## config.mk

```make
export PLATFORM = sky130hd
export DESIGN_NAME = quadratic_probe_hash_table_flat
export DESIGN_NICKNAME = d
export VERILOG_FILES = /design/src/hdl/qpht_pkg.sv /design/src/hdl/qpht_if.sv /design/src/hdl/qpht_probe.sv /design/src/hdl/qpht_store.sv /design/src/hdl/qpht_ctrl.sv /design/src/hdl/quadratic_probe_hash_table.sv /design/src/flat_wrapper.sv
export SDC_FILE = /design/constraint.sdc
export NUM_CORES = 1
export LEC_CHECK = 0
export BUFFER_PORTS_ARGS = -buffer_cell sky130_fd_sc_hd__buf_2
export CORE_MARGIN = 3
export CORE_UTILIZATION = 35
export CTS_CLUSTER_SIZE = 25
export DETAILED_ROUTE_END_ITERATION = 7
export GPL_ROUTABILITY_DRIVEN = 0
export SLEW_MARGIN = 30
export SYNTH_ARGS = -nofsm -noshare
export SYNTH_HDL_FRONTEND = slang
export SYNTH_SLANG_ARGS = --single-unit
export TNS_END_PERCENT = 50
```

## constraint.sdc

```tcl
create_clock -name clk -period 4.4 [get_ports clk]
set_input_delay 0.22 -clock clk [delete_from_list [all_inputs] [get_ports clk]]
set_output_delay 0.22 -clock clk [all_outputs]
set_load 0.02 [all_outputs]
```

## src/hdl/qpht_pkg.sv

```systemverilog
// Package for the quadratic-probing hash table: sizes, operation and status
// codes, and the request types passed between the controller and the slot store.
// No dependencies.
`timescale 1ns / 1ps

package qpht_pkg;

  // Number of slots. The home slot is taken from the low key bits, so this
  // must be a power of two.
  localparam int TABLE_SIZE = 16;
  localparam int IDX_W      = $clog2(TABLE_SIZE);
  localparam int CNT_W      = $clog2(TABLE_SIZE + 1);

  localparam int MODE_W   = 2;
  localparam int KEY_W    = 31;
  localparam int VAL_W    = 32;
  localparam int STATUS_W = 3;
  localparam int SLOT_W   = 4;

  typedef logic [IDX_W-1:0]  idx_t;
  typedef logic [CNT_W-1:0]  cnt_t;
  typedef logic [MODE_W-1:0] mode_t;
  typedef logic [KEY_W-1:0]  key_t;
  typedef logic [VAL_W-1:0]  val_t;
  typedef logic [STATUS_W-1:0] status_t;
  typedef logic [SLOT_W-1:0] slot_t;

  localparam mode_t MODE_INSERT = 2'd0;
  localparam mode_t MODE_SEARCH = 2'd1;
  localparam mode_t MODE_DELETE = 2'd2;

  localparam status_t STAT_INSERTED = 3'd0;
  localparam status_t STAT_UPDATED  = 3'd1;
  localparam status_t STAT_FULL     = 3'd2;
  localparam status_t STAT_FOUND    = 3'd3;
  localparam status_t STAT_DELETED  = 3'd4;
  localparam status_t STAT_NOTFOUND = 3'd5;

  typedef enum logic [1:0] {
    S_IDLE,
    S_SCAN,
    S_RESP
  } state_t;

  // Write request into the slot store.
  typedef struct packed {
    logic ins;   // new record: key, value, used set, tombstone cleared
    logic upd;   // value overwrite of a live record
    logic del;   // set tombstone
    idx_t idx;
    key_t key;
    val_t value;
  } wr_req_t;

  // Registered read response from the slot store.
  typedef struct packed {
    idx_t idx;
    logic used;
    logic tomb;
    key_t key;
    val_t value;
  } rd_rsp_t;

endpackage

```

## src/hdl/qpht_if.sv

```systemverilog
// Valid/ready channel interfaces for the hash table's request and result sides.
// Depends on qpht_pkg.
`timescale 1ns / 1ps

interface qpht_in_if import qpht_pkg::*; ();
  logic  valid;
  logic  ready;
  mode_t mode;
  key_t  key;
  val_t  value;

  modport source (output valid, mode, key, value, input ready);
  modport sink   (input valid, mode, key, value, output ready);
endinterface

interface qpht_out_if import qpht_pkg::*; ();
  logic    valid;
  logic    ready;
  status_t status;
  slot_t   slot;
  val_t    read_value;

  modport source (output valid, status, slot, read_value, input ready);
  modport sink   (input valid, status, slot, read_value, output ready);
endinterface

```

## src/hdl/qpht_probe.sv

```systemverilog
// Probe address generator: while step is high, steps (home + i*i) mod TABLE_SIZE
// one probe a cycle by adding the running odd offset 2i+1. Depends on qpht_pkg.
`timescale 1ns / 1ps

module qpht_probe import qpht_pkg::*; (
  input  logic clk,
  input  logic rst_n,
  input  logic start,
  input  idx_t home,
  input  logic step,
  output idx_t pos,
  output logic last,
  output logic exh
);

  localparam logic [IDX_W:0] SIZE_X = (IDX_W + 1)'(TABLE_SIZE);
  localparam logic [IDX_W:0] TWO_X  = (IDX_W + 1)'(2);

  idx_t pos_r, pos_nxt;
  idx_t odd_r, odd_nxt;
  cnt_t cnt_r, cnt_nxt;

  // Modular add of two values already below TABLE_SIZE.
  function automatic idx_t wrap_add(logic [IDX_W:0] a, logic [IDX_W:0] b);
    logic [IDX_W:0] s;
    s = a + b;
    if (s >= SIZE_X) begin
      s = s - SIZE_X;
    end
    return s[IDX_W-1:0];
  endfunction

  always_comb begin
    pos_nxt = pos_r;
    odd_nxt = odd_r;
    cnt_nxt = cnt_r;
    if (start) begin
      pos_nxt = home;
      odd_nxt = IDX_W'(1);
      cnt_nxt = '0;
    end else if (step) begin
      pos_nxt = wrap_add({1'b0, pos_r}, {1'b0, odd_r});
      odd_nxt = wrap_add({1'b0, odd_r}, TWO_X);
      cnt_nxt = cnt_r + CNT_W'(1);
    end
  end

  always_ff @(posedge clk) begin
    pos_r <= pos_nxt;
    odd_r <= odd_nxt;
    if (!rst_n) begin
      cnt_r <= '0;
    end else begin
      cnt_r <= cnt_nxt;
    end
  end

  assign pos  = pos_r;
  assign last = (cnt_r == CNT_W'(TABLE_SIZE - 1));
  assign exh  = (cnt_r == CNT_W'(TABLE_SIZE));

endmodule

```

## src/hdl/qpht_store.sv

```systemverilog
// Slot store: key and value memories with a registered read port, plus the
// used and tombstone bits in flip-flops. Depends on qpht_pkg.
`timescale 1ns / 1ps

module qpht_store import qpht_pkg::*; (
  input  logic    clk,
  input  logic    rst_n,
  input  logic    rd_en,
  input  idx_t    rd_idx,
  output rd_rsp_t rd_rsp,
  input  wr_req_t wr
);

  key_t key_mem [TABLE_SIZE];
  val_t val_mem [TABLE_SIZE];

  logic [TABLE_SIZE-1:0] used_r, used_nxt;
  logic [TABLE_SIZE-1:0] tomb_r, tomb_nxt;
  rd_rsp_t rsp_r;

  always_ff @(posedge clk) begin
    if (wr.ins) begin
      key_mem[wr.idx] <= wr.key;
    end
    if (wr.ins || wr.upd) begin
      val_mem[wr.idx] <= wr.value;
    end
  end

  // The bits are read in the same clocked block as the memories, so a probe
  // sees the slot state as of the issuing cycle.
  always_ff @(posedge clk) begin
    if (rd_en) begin
      rsp_r.idx   <= rd_idx;
      rsp_r.used  <= used_r[rd_idx];
      rsp_r.tomb  <= tomb_r[rd_idx];
      rsp_r.key   <= key_mem[rd_idx];
      rsp_r.value <= val_mem[rd_idx];
    end
  end

  always_comb begin
    used_nxt = used_r;
    tomb_nxt = tomb_r;
    if (wr.ins) begin
      used_nxt[wr.idx] = 1'b1;
      tomb_nxt[wr.idx] = 1'b0;
    end
    if (wr.del) begin
      tomb_nxt[wr.idx] = 1'b1;
    end
  end

  always_ff @(posedge clk) begin
    if (!rst_n) begin
      used_r <= '0;
      tomb_r <= '0;
    end else begin
      used_r <= used_nxt;
      tomb_r <= tomb_nxt;
    end
  end

  assign rd_rsp = rsp_r;

endmodule

```

## src/hdl/qpht_ctrl.sv

```systemverilog
// Sequencer: takes a request, walks the probe sequence one slot read a cycle,
// decides on each returned slot and holds the result in the output register.
// Depends on qpht_pkg and the channel interfaces.
`timescale 1ns / 1ps

module qpht_ctrl import qpht_pkg::*; (
  input  logic    clk,
  input  logic    rst_n,
  qpht_in_if.sink    in_ch,
  qpht_out_if.source out_ch,
  output logic    probe_start,
  output idx_t    probe_home,
  output logic    probe_step,
  input  logic    probe_last,
  input  logic    probe_exh,
  output logic    rd_en,
  input  rd_rsp_t rd_rsp,
  output wr_req_t wr
);

  state_t  state_r, state_nxt;
  mode_t   mode_r, mode_nxt;
  key_t    key_r, key_nxt;
  val_t    value_r, value_nxt;
  logic    pend_r, pend_nxt;
  logic    last_r, last_nxt;
  status_t res_status_r, res_status_nxt;
  slot_t   res_slot_r, res_slot_nxt;
  val_t    res_val_r, res_val_nxt;
  logic    out_valid_r, out_valid_nxt;
  status_t out_status_r, out_status_nxt;
  slot_t   out_slot_r, out_slot_nxt;
  val_t    out_val_r, out_val_nxt;

  logic is_free;
  logic is_live;

  assign is_free = !rd_rsp.used || rd_rsp.tomb;
  assign is_live = rd_rsp.used && !rd_rsp.tomb && (rd_rsp.key == key_r);

  // Home slot is the low key bits (TABLE_SIZE is a power of two).
  assign probe_home = in_ch.key[IDX_W-1:0];

  always_comb begin
    state_nxt      = state_r;
    mode_nxt       = mode_r;
    key_nxt        = key_r;
    value_nxt      = value_r;
    pend_nxt       = 1'b0;
    last_nxt       = last_r;
    res_status_nxt = res_status_r;
    res_slot_nxt   = res_slot_r;
    res_val_nxt    = res_val_r;
    out_valid_nxt  = out_valid_r;
    out_status_nxt = out_status_r;
    out_slot_nxt   = out_slot_r;
    out_val_nxt    = out_val_r;
    in_ch.ready    = 1'b0;
    probe_start    = 1'b0;
    probe_step     = 1'b0;
    rd_en          = 1'b0;
    wr             = '0;
    wr.idx         = rd_rsp.idx;
    wr.key         = key_r;
    wr.value       = value_r;

    if (out_valid_r && out_ch.ready) begin
      out_valid_nxt = 1'b0;
    end

    unique case (state_r)
      S_IDLE: begin
        in_ch.ready = 1'b1;
        if (in_ch.valid) begin
          mode_nxt    = in_ch.mode;
          key_nxt     = in_ch.key;
          value_nxt   = in_ch.value;
          probe_start = 1'b1;
          res_slot_nxt = '0;
          res_val_nxt  = '0;
          case (in_ch.mode) inside
            MODE_INSERT, MODE_SEARCH, MODE_DELETE: begin
              state_nxt = S_SCAN;
            end
            default: begin
              res_status_nxt = STAT_NOTFOUND;
              state_nxt      = S_RESP;
            end
          endcase
        end
      end

      S_SCAN: begin
        // Issue the next probe while the previous slot is being judged.
        rd_en      = !probe_exh;
        probe_step = rd_en;
        pend_nxt   = rd_en;
        last_nxt   = probe_last;
        if (pend_r) begin
          if (mode_r == MODE_INSERT) begin
            if (is_free) begin
              wr.ins         = 1'b1;
              res_status_nxt = STAT_INSERTED;
              res_slot_nxt   = SLOT_W'(rd_rsp.idx);
              state_nxt      = S_RESP;
            end else if (is_live) begin
              wr.upd         = 1'b1;
              res_status_nxt = STAT_UPDATED;
              res_slot_nxt   = SLOT_W'(rd_rsp.idx);
              state_nxt      = S_RESP;
            end else if (last_r) begin
              res_status_nxt = STAT_FULL;
              state_nxt      = S_RESP;
            end
          end else begin
            if (!rd_rsp.used) begin
              res_status_nxt = STAT_NOTFOUND;
              state_nxt      = S_RESP;
            end else if (is_live) begin
              res_slot_nxt = SLOT_W'(rd_rsp.idx);
              if (mode_r == MODE_SEARCH) begin
                res_status_nxt = STAT_FOUND;
                res_val_nxt    = rd_rsp.value;
              end else begin
                wr.del         = 1'b1;
                res_status_nxt = STAT_DELETED;
              end
              state_nxt = S_RESP;
            end else if (last_r) begin
              res_status_nxt = STAT_NOTFOUND;
              state_nxt      = S_RESP;
            end
          end
          if (state_nxt == S_RESP) begin
            pend_nxt = 1'b0;
          end
        end
      end

      S_RESP: begin
        if (!out_valid_r || out_ch.ready) begin
          out_valid_nxt  = 1'b1;
          out_status_nxt = res_status_r;
          out_slot_nxt   = res_slot_r;
          out_val_nxt    = res_val_r;
          state_nxt      = S_IDLE;
        end
      end

      default: begin
        state_nxt = S_IDLE;
      end
    endcase
  end

  always_ff @(posedge clk) begin
    if (!rst_n) begin
      state_r     <= S_IDLE;
      pend_r      <= 1'b0;
      last_r      <= 1'b0;
      out_valid_r <= 1'b0;
    end else begin
      state_r     <= state_nxt;
      pend_r      <= pend_nxt;
      last_r      <= last_nxt;
      out_valid_r <= out_valid_nxt;
    end
  end

  always_ff @(posedge clk) begin
    mode_r       <= mode_nxt;
    key_r        <= key_nxt;
    value_r      <= value_nxt;
    res_status_r <= res_status_nxt;
    res_slot_r   <= res_slot_nxt;
    res_val_r    <= res_val_nxt;
    out_status_r <= out_status_nxt;
    out_slot_r   <= out_slot_nxt;
    out_val_r    <= out_val_nxt;
  end

  assign out_ch.valid      = out_valid_r;
  assign out_ch.status     = out_status_r;
  assign out_ch.slot       = out_slot_r;
  assign out_ch.read_value = out_val_r;

endmodule

```

## src/hdl/quadratic_probe_hash_table.sv

```systemverilog
// An accepted request starts the probe generator at the home slot. Each probe reads
// a slot into the store's read register, and the controller judges it while the next
// probe issues. A decision moves to the result state, which loads the result register;
// an unused mode code goes straight there. The block takes no new request
// until the result register is loaded; a stalled result keeps it in the result state.
// Reset (synchronous, active low) clears the used and tombstone bits and the
// control state; key and value memories are not cleared.
`timescale 1ns / 1ps

module quadratic_probe_hash_table import qpht_pkg::*; (
  input  logic clk,
  input  logic rst_n,
  qpht_in_if.sink    in_ch,
  qpht_out_if.source out_ch
);

  logic    probe_start;
  idx_t    probe_home;
  logic    probe_step;
  idx_t    probe_pos;
  logic    probe_last;
  logic    probe_exh;
  logic    rd_en;
  rd_rsp_t rd_rsp;
  wr_req_t wr;

  qpht_ctrl u_ctrl (
    .clk         (clk),
    .rst_n       (rst_n),
    .in_ch       (in_ch),
    .out_ch      (out_ch),
    .probe_start (probe_start),
    .probe_home  (probe_home),
    .probe_step  (probe_step),
    .probe_last  (probe_last),
    .probe_exh   (probe_exh),
    .rd_en       (rd_en),
    .rd_rsp      (rd_rsp),
    .wr          (wr)
  );

  qpht_probe u_probe (
    .clk   (clk),
    .rst_n (rst_n),
    .start (probe_start),
    .home  (probe_home),
    .step  (probe_step),
    .pos   (probe_pos),
    .last  (probe_last),
    .exh   (probe_exh)
  );

  qpht_store u_store (
    .clk    (clk),
    .rst_n  (rst_n),
    .rd_en  (rd_en),
    .rd_idx (probe_pos),
    .rd_rsp (rd_rsp),
    .wr     (wr)
  );

endmodule

```

## src/flat_wrapper.sv

```systemverilog
// flat-port wrapper written by rule: the top's interface ports become plain ports
module quadratic_probe_hash_table_flat import qpht_pkg::*;
  (clk, rst_n, in_ch_valid, in_ch_mode, in_ch_key, in_ch_value, in_ch_ready, out_ch_valid, out_ch_status, out_ch_slot, out_ch_read_value, out_ch_ready);
  qpht_in_if in_ch_i ();
  qpht_out_if out_ch_i ();
  input  logic clk;
  input  logic rst_n;
  input wire logic [$bits(in_ch_i.valid)-1:0] in_ch_valid;
  input wire logic [$bits(in_ch_i.mode)-1:0] in_ch_mode;
  input wire logic [$bits(in_ch_i.key)-1:0] in_ch_key;
  input wire logic [$bits(in_ch_i.value)-1:0] in_ch_value;
  output wire logic [$bits(in_ch_i.ready)-1:0] in_ch_ready;
  output wire logic [$bits(out_ch_i.valid)-1:0] out_ch_valid;
  output wire logic [$bits(out_ch_i.status)-1:0] out_ch_status;
  output wire logic [$bits(out_ch_i.slot)-1:0] out_ch_slot;
  output wire logic [$bits(out_ch_i.read_value)-1:0] out_ch_read_value;
  input wire logic [$bits(out_ch_i.ready)-1:0] out_ch_ready;
  assign in_ch_i.valid = in_ch_valid;
  assign in_ch_i.mode = in_ch_mode;
  assign in_ch_i.key = in_ch_key;
  assign in_ch_i.value = in_ch_value;
  assign in_ch_ready = in_ch_i.ready;
  assign out_ch_valid = out_ch_i.valid;
  assign out_ch_status = out_ch_i.status;
  assign out_ch_slot = out_ch_i.slot;
  assign out_ch_read_value = out_ch_i.read_value;
  assign out_ch_i.ready = out_ch_ready;
  quadratic_probe_hash_table u_core (.clk(clk), .rst_n(rst_n), .in_ch(in_ch_i), .out_ch(out_ch_i));
endmodule
```

# After elaboration in Yosys (flattened, before gate mapping)
# Memory sizes are Yosys's and may differ from the RTL's. A register that Yosys moved wholly into a read port is not among the register bits.
# Cells that the tools add are included.
[word_totals] in_bits=69 memories=2 register_bits=199 ramBits=1008 output_inout_bits=41 rom_bits=0 latchBits=0
[classes] div=0 add_sub_neg=5 mux=73 n_mul=0 n_shift=0 n_eq_ne=20 n_reduce_logical=25 bitwise=5 magnitude_cmp=5
[memory_table] name="u_core.u_store.val_mem" depth=16 width=32 rd=1 rd_clocked_by_memory_dff=1 wr=1 line_no="qpht_store.sv:15" rtl="val_t val_mem [TABLE_SIZE];"
[memory_table] name="u_core.u_store.key_mem" depth=16 width=31 rd=1 rd_clocked_by_memory_dff=1 wr=1 line_no="qpht_store.sv:14" rtl="key_t key_mem [TABLE_SIZE];"
[ops] operator="$mux W32" n=6
[ops] operator="$pmux W32 S2" n=1
[ops] operator="$mux W4" n=10
[ops] operator="$mux W3" n=13
[ops] operator="$mux W16" n=2
[ops] operator="$or A16 B16 Y16" n=2
[ops] operator="$eq A31 B31 Y1" n=1
[ops] operator="$mux W2" n=12
[ops] operator="$mux W1" n=23
[ops] operator="$and A16 B16 Y16" n=1
[ops] operator="$ne A2 B2 Y1 const B" n=8
[ops] operator="$not A16 Y16" n=1
[ops] operator="$ge A5 B5 Y1 const B" n=2
[ops] operator="$lt A4 B5 Y1 const B" n=2
[ops] operator="$ne A5 B5 Y1 const B" n=2
[ops] operator="$bmux W1 S4" n=2
[ops] operator="$pmux W4 S2" n=1
[ops] operator="$sub A4 B1 Y4 const B" n=2
[ops] operator="$reduce_and A7 Y1" n=1
[ops] operator="$eq A2 B1 Y1 const B" n=3
[ops] operator="$eq A2 B2 Y1 const B" n=3
[ops] operator="$logic_not A2 Y1" n=3
[ops] operator="$pmux W2 S3" n=1
[ops] operator="$pmux W3 S2" n=1
[ops] operator="19 further kinds" n=30

# Logic depth before layout (Yosys ltp)
[logic_depth] depth_word=11 mapped_depth=8

# Cells and area by module
# A second synthesis with hierarchy kept.
[hier_totals] cells_unflattened=2163 hier_area_um2=47468.0
[modules_own_cells] mod="qpht_store" n_inst=1 cells_each=1782 area_each_um2=41275.8 seq_area_each_um2=32981.6
[modules_own_cells] mod="qpht_ctrl" n_inst=1 cells_each=317 area_each_um2=5547.8 seq_area_each_um2=4394.2
[modules_own_cells] mod="qpht_probe" n_inst=1 cells_each=64 area_each_um2=644.4 seq_area_each_um2=280.3

# Worst setup path after synthesis
# Ideal clock, no wire load.
[synth_timing] path_type="register -> register" start="reg u_core.u_ctrl.state_r[1]" end="reg u_core.u_probe.odd_r[3]" arrival_time_ps=4595 path_buffers=2 required_time_ps=4210 stages_incl_launch_ff=8 synth_period_minus_slack_ps=4785 path_slack_ps=-385 cell_sequence="dfxtp_1 clkbuf_1 nand2b_1 clkbuf_1 nor2_1 nand2_1 xor2_1 nor2_1"
[synth_between] elab_chain_len=2 elab_cells_between_ends=4 classes_between="eq/ne (1); mux (2); reduce/logical (1)"
[synth_lines] item="start: declaration" line_no="qpht_ctrl.sv:21" rtl="state_t state_r, state_nxt;"
[synth_lines] item="start signal: assignment" line_no="qpht_ctrl.sv:163" rtl="state_r <= state_nxt;"
[synth_lines] item="$eq A2 B1 Y1" line_no="qpht_ctrl.sv:71" rtl="unique case (state_r)"
[synth_lines] item="$mux W1" line_no="qpht_ctrl.sv:71"
[synth_lines] item="named net u_core.probe_step" line_no="quadratic_probe_hash_table.sv:19" rtl="logic probe_step;"
[synth_lines] item="end signal: assignment" line_no="qpht_probe.sv:50" rtl="odd_r <= odd_nxt;"
[synth_lines] item="end: declaration" line_no="qpht_probe.sv:20" rtl="idx_t odd_r, odd_nxt;"
# The timed path passes the listed nets, and every way through them passes these cells.
# A chain may end at the register's enable or synchronous reset.

# Worst setup path in the final report
[layout_timing] start="reg u_core.u_ctrl.key_r[27]" end="reg u_core.u_ctrl.res_val_r[4] (enable)"
[layout_between] elab_chain_len=4
[layout_lines] item="start: declaration" line_no="qpht_ctrl.sv:23" rtl="key_t key_r, key_nxt;"
[layout_lines] item="start signal: assignment" line_no="qpht_ctrl.sv:172" rtl="key_r <= key_nxt;"
[layout_lines] item="$eq A31 B31 Y1" line_no="qpht_ctrl.sv:39" rtl="assign is_live = rd_rsp.used && !rd_rsp.tomb && (rd_rsp.key == key_r);"
[layout_lines] item="$logic_and A1 B1 Y1" line_no="qpht_ctrl.sv:39"
[layout_lines] item="$ne A2 B2 Y1 (no line)"
[layout_lines] item="$reduce_and A7 Y1 (no line)"
[layout_lines] item="end signal: assignment" line_no="qpht_ctrl.sv:176" rtl="res_val_r <= res_val_nxt;"
[layout_lines] item="end: declaration" line_no="qpht_ctrl.sv:29" rtl="val_t res_val_r, res_val_nxt;"
# No other way between the ends.

==> summary.txt <==
Status
  – Run status: finished, final reports clean

CTS
  – Clock-pin slew on the worst setup and hold paths: 60 ps
  – CTS resizes: 0
  – TritonCTS clock tree: yes
  – CTS root buffer: clkbuf_16
  – Max Buffers Root-to-Sink: 3
  – Htree depth: 4
  – Worst-Skew Late Latency: 760 ps
  – Clock Sinks: 1269
  – Inserted Clock Buffers: 132
  – CTS Hold Bufs: 67
  – Postcts setup bufs: 0

Die
  – DIE WIDTH: 374 um
  – Full die area: 140000 sq um
  – Die Ht: 374 um
  – I/O pin count: 110
  – Initial Util: 35.3%
  – Rows: 134
  – Core Footprint: 134000 sq um

Logic synthesis
  – Syn Std Cell Area: 47300 sq um
  – Post-synthesis sequential area ratio: 79.6%
  – Syn. warnings: 0
  – Cell count after synthesis: 1996
  – Synth Register Bits: 1269
  – Dominant synthesized flop cell: edfxtp_1
  – Post-synth EDFFs: 1224
  – Synth unique cells: 42
  – FFs w/ async S/R, synth: 0%
  – Synth Net Count: 2072
  – Syn Area/Cell: 23.7 sq um

Detailed routing
  – Final ANT Viol Nets: 0
  – Routed vias: 21500
  – Initial DRC Count: 2377
  – Drt pass-1 iters: 7
  – Total Wirelength: 106 mm
  – Vias per cell: 5.19
  – Routed WL per cell: 25.7 um
  – DRC: 0

Finish
  – Commonest non-fill, non-tap cells in the layout: edfxtp_1 (1224), mux4_2 (325), clkbuf_16 (132), buf_2 (109), dlygate4sd3_1 (67)
  – Fraction of layout cells with a size suffix above 1: 30.4%
  – Area grow syn2layout: 17.4%
  – Final #Nets: 2350
  – Most common cell after layout, fill and taps aside: edfxtp_1
  – Number of diodes: 0

Power and ir drop
  – Pint: 22.0 mW
  – Reg power frac: 49.0%
  – PwrDens: 522 nW/um^2
  – Worst VDD drop: 0.439 mV
  – Psw: 6.99 mW
  – Clk pwr share: 36.7%
  – Net Sw Frac: 24.1%
  – Combinational power share: 14.3%
  – Static Leakage: 17.3 nW

Global route
  – Vias in the first global route: 22600
  – Pin count of the biggest net entering global routing: 79
  – Total track usage: 15.3%
  – Overflow after GRT: 0
  – Initial antenna violation count: 4
  – First-pass GRT wire length: 156 mm

Worst setup path
  – Worst-path cell chain: xnor2_1 -> nand4_1 -> or4_1 -> nor3_1 -> a41o_2 -> buf_4
  – R2R Setup Slk: 880 ps
  – Critical Path Fanout Max: 32
  – Worst Reg-to-Reg Cells: 6
  – Critical R2R Capture: u_core.u_ctrl.res_val_r[4]
  – Startpoint types: flop
  – Reg-to-reg critical path startpoint: u_core.u_ctrl.key_r[27]
  – Critical Path RT: 4770 ps
  – Slowest CP cell: or4_1
  – CP top delay family: simple AND/OR/NAND/NOR gates
  – Setup crit start: u_core.u_ctrl.key_r[27]
  – CP Capture Point: u_core.u_ctrl.res_val_r[4]
  – Crit path buf inv count: 1
  – Cell count along the critical path: 6
  – Crit. End Element: flop
  – CP Class: flop to flop
  – CP max stage delay: 780 ps
  – Arrival @ worst endpoint: 3880 ps

Timing
  – Max_slew headroom: 39.8%
  – Max Fclk: 284 MHz
  – Final Cycle Share: 79.9%
  – Final min period: 3520 ps
  – Clock skew: 57.7 ps
  – Slew Viols, Final: 0
  – Final setup viols: 0
  – Min setup slack post-route: 884 ps
  – Worst Tran Pin Value: 900 ps
  – Total negative slack: 0 ps
  – Final Hold Fails: 0
  – RSZ-0062 raised after global routing: no

Placed design
  – Pre-CTS WS: 881 ps
  – Number of port buffers: 109
  – DP HPWL: 55.0 mm

Worst hold path
  – Worst min-delay path class: primary input to flop

Flow run
  – Max cap viols: 0
[cell usage after synthesis, types with 8 or more instances]
master	n	area share, %
mux4_2	325	15
buf_1	17	0.13
o21a_1	16	0.25
o22ai_2	10	0.26
dfxtp_1	45	1.9
nand4_1	14	0.19
and2_1	32	0.42
nand3_1	10	0.11
nand2_1	38	0.30
inv_1	10	0.079
xnor2_1	35	0.65
clkbuf_1	73	0.58
a21oi_1	15	0.16
edfxtp_1	1224	78
nor2_1	37	0.29
nor3_1	20	0.21
nor2b_1	8	0.11
[stage by stage]
stage               area (sq um)  total power [mW]  util, %  instances  hold slack [ps]
finish                     55500              29.0     41.5       4143             77.3
global route               55500              30.1     41.5       4143             78.4
global placement           50700              18.6     37.9       3841              397
floorplan                  47300              17.4        -       1996              319
CTS                        55500              29.4     41.5       4143             16.6
detailed placement         50700              18.6     37.9       3841              398
[per-layer routing]
layer  track usage, %  part of all wire, %  vias to the layer above
met3             2.47                  5.2                      139
met2             25.7                   51                      687
met5                0                    0                        -
li1                 -                    -                     9009
met1             20.9                   42                    11700
met4             3.68                  1.8                        0
[kinds of logic (layout without fill, tap and decap cells)]
family                   after synthesis  in the layout  synth area share (%)
XOR/XNOR                              39             39                 0.722
AO/OA/AOI/OAI                         76             76                  1.19
AND/OR/NAND/NOR                      173            173                  1.84
buffers and inverters                106            485                 0.902
flip-flops                          1269           1269                  79.6
multiplexers                         326            326                  15.5
adder cells (fa/ha/maj)                7              7                 0.201
[state kept, by name, summed over array words and instances (netlist names)]
register and count:
u_core.u_ctrl.out_ch.read_value 32, u_core.u_ctrl.res_status_r 3, u_core.u_store.rd_rsp 69, u_core.u_ctrl.out_ch.status 3
u_core.u_store.tomb_r 16, u_core.u_ctrl.state_r 2, u_core.u_ctrl.res_val_r 32, u_core.u_store.val_mem 512
u_core.u_ctrl.mode_r 2, u_core.u_ctrl.res_slot_r 4, u_core.u_probe.odd_r 3, u_core.u_probe.cnt_r 5
u_core.u_ctrl.out_ch.valid 1, u_core.u_probe.pos 4, u_core.u_store.used_r 16, u_core.u_ctrl.value_r 32
u_core.u_ctrl.pend_r 1, u_core.u_ctrl.last_r 1, u_core.u_ctrl.out_ch.slot 4, u_core.u_ctrl.key_r 31
u_core.u_store.key_mem 496
[power by group through the flow]
stage	Sequential [mW]	Combinational, mW	Clock (mW)
global placement	14.4	4.14	0
global route	14.3	4.44	11.4
CTS	14.2	4.25	10.9
finish	14.2	4.14	10.6
floorplan	14.3	3.04	0
detailed placement	14.5	4.17	0
[worst min-delay path by stage]
stage                     depth (start not counted)                         to             from  slack [ps]
after floorplan                                   0     u_core.u_ctrl.key_r[0]     in_ch_key[0]         320
after global placement                            1  u_core.u_ctrl.value_r[11]  in_ch_value[11]         400
after detailed placement                          1  u_core.u_ctrl.value_r[20]  in_ch_value[20]         400
after CTS                                         2  u_core.u_store.used_r[13]            rst_n          20
after global routing                              2   u_core.u_store.used_r[0]            rst_n          80
final                                             3       u_core.u_ctrl.pend_r            rst_n          80
[cell type report]
cell class / instances / area (sq um)
Sequential cell: 1269 / 37700
Clock inverter: 67 / 738
Multi-Input combinational cell: 621 / 9440
Tap cell: 1768 / 2210
Inverter: 10 / 40.0
Fill cell: 11500 / 78300
Clock buffer: 168 / 3440
Timing Repair Buffer: 240 / 2000
[worst min-delay path, cell delays in order]
cell     delay (ps)
buf_2           320
nand2_1         140
o22ai_1          70
Power figures use the tool's default switching activity.
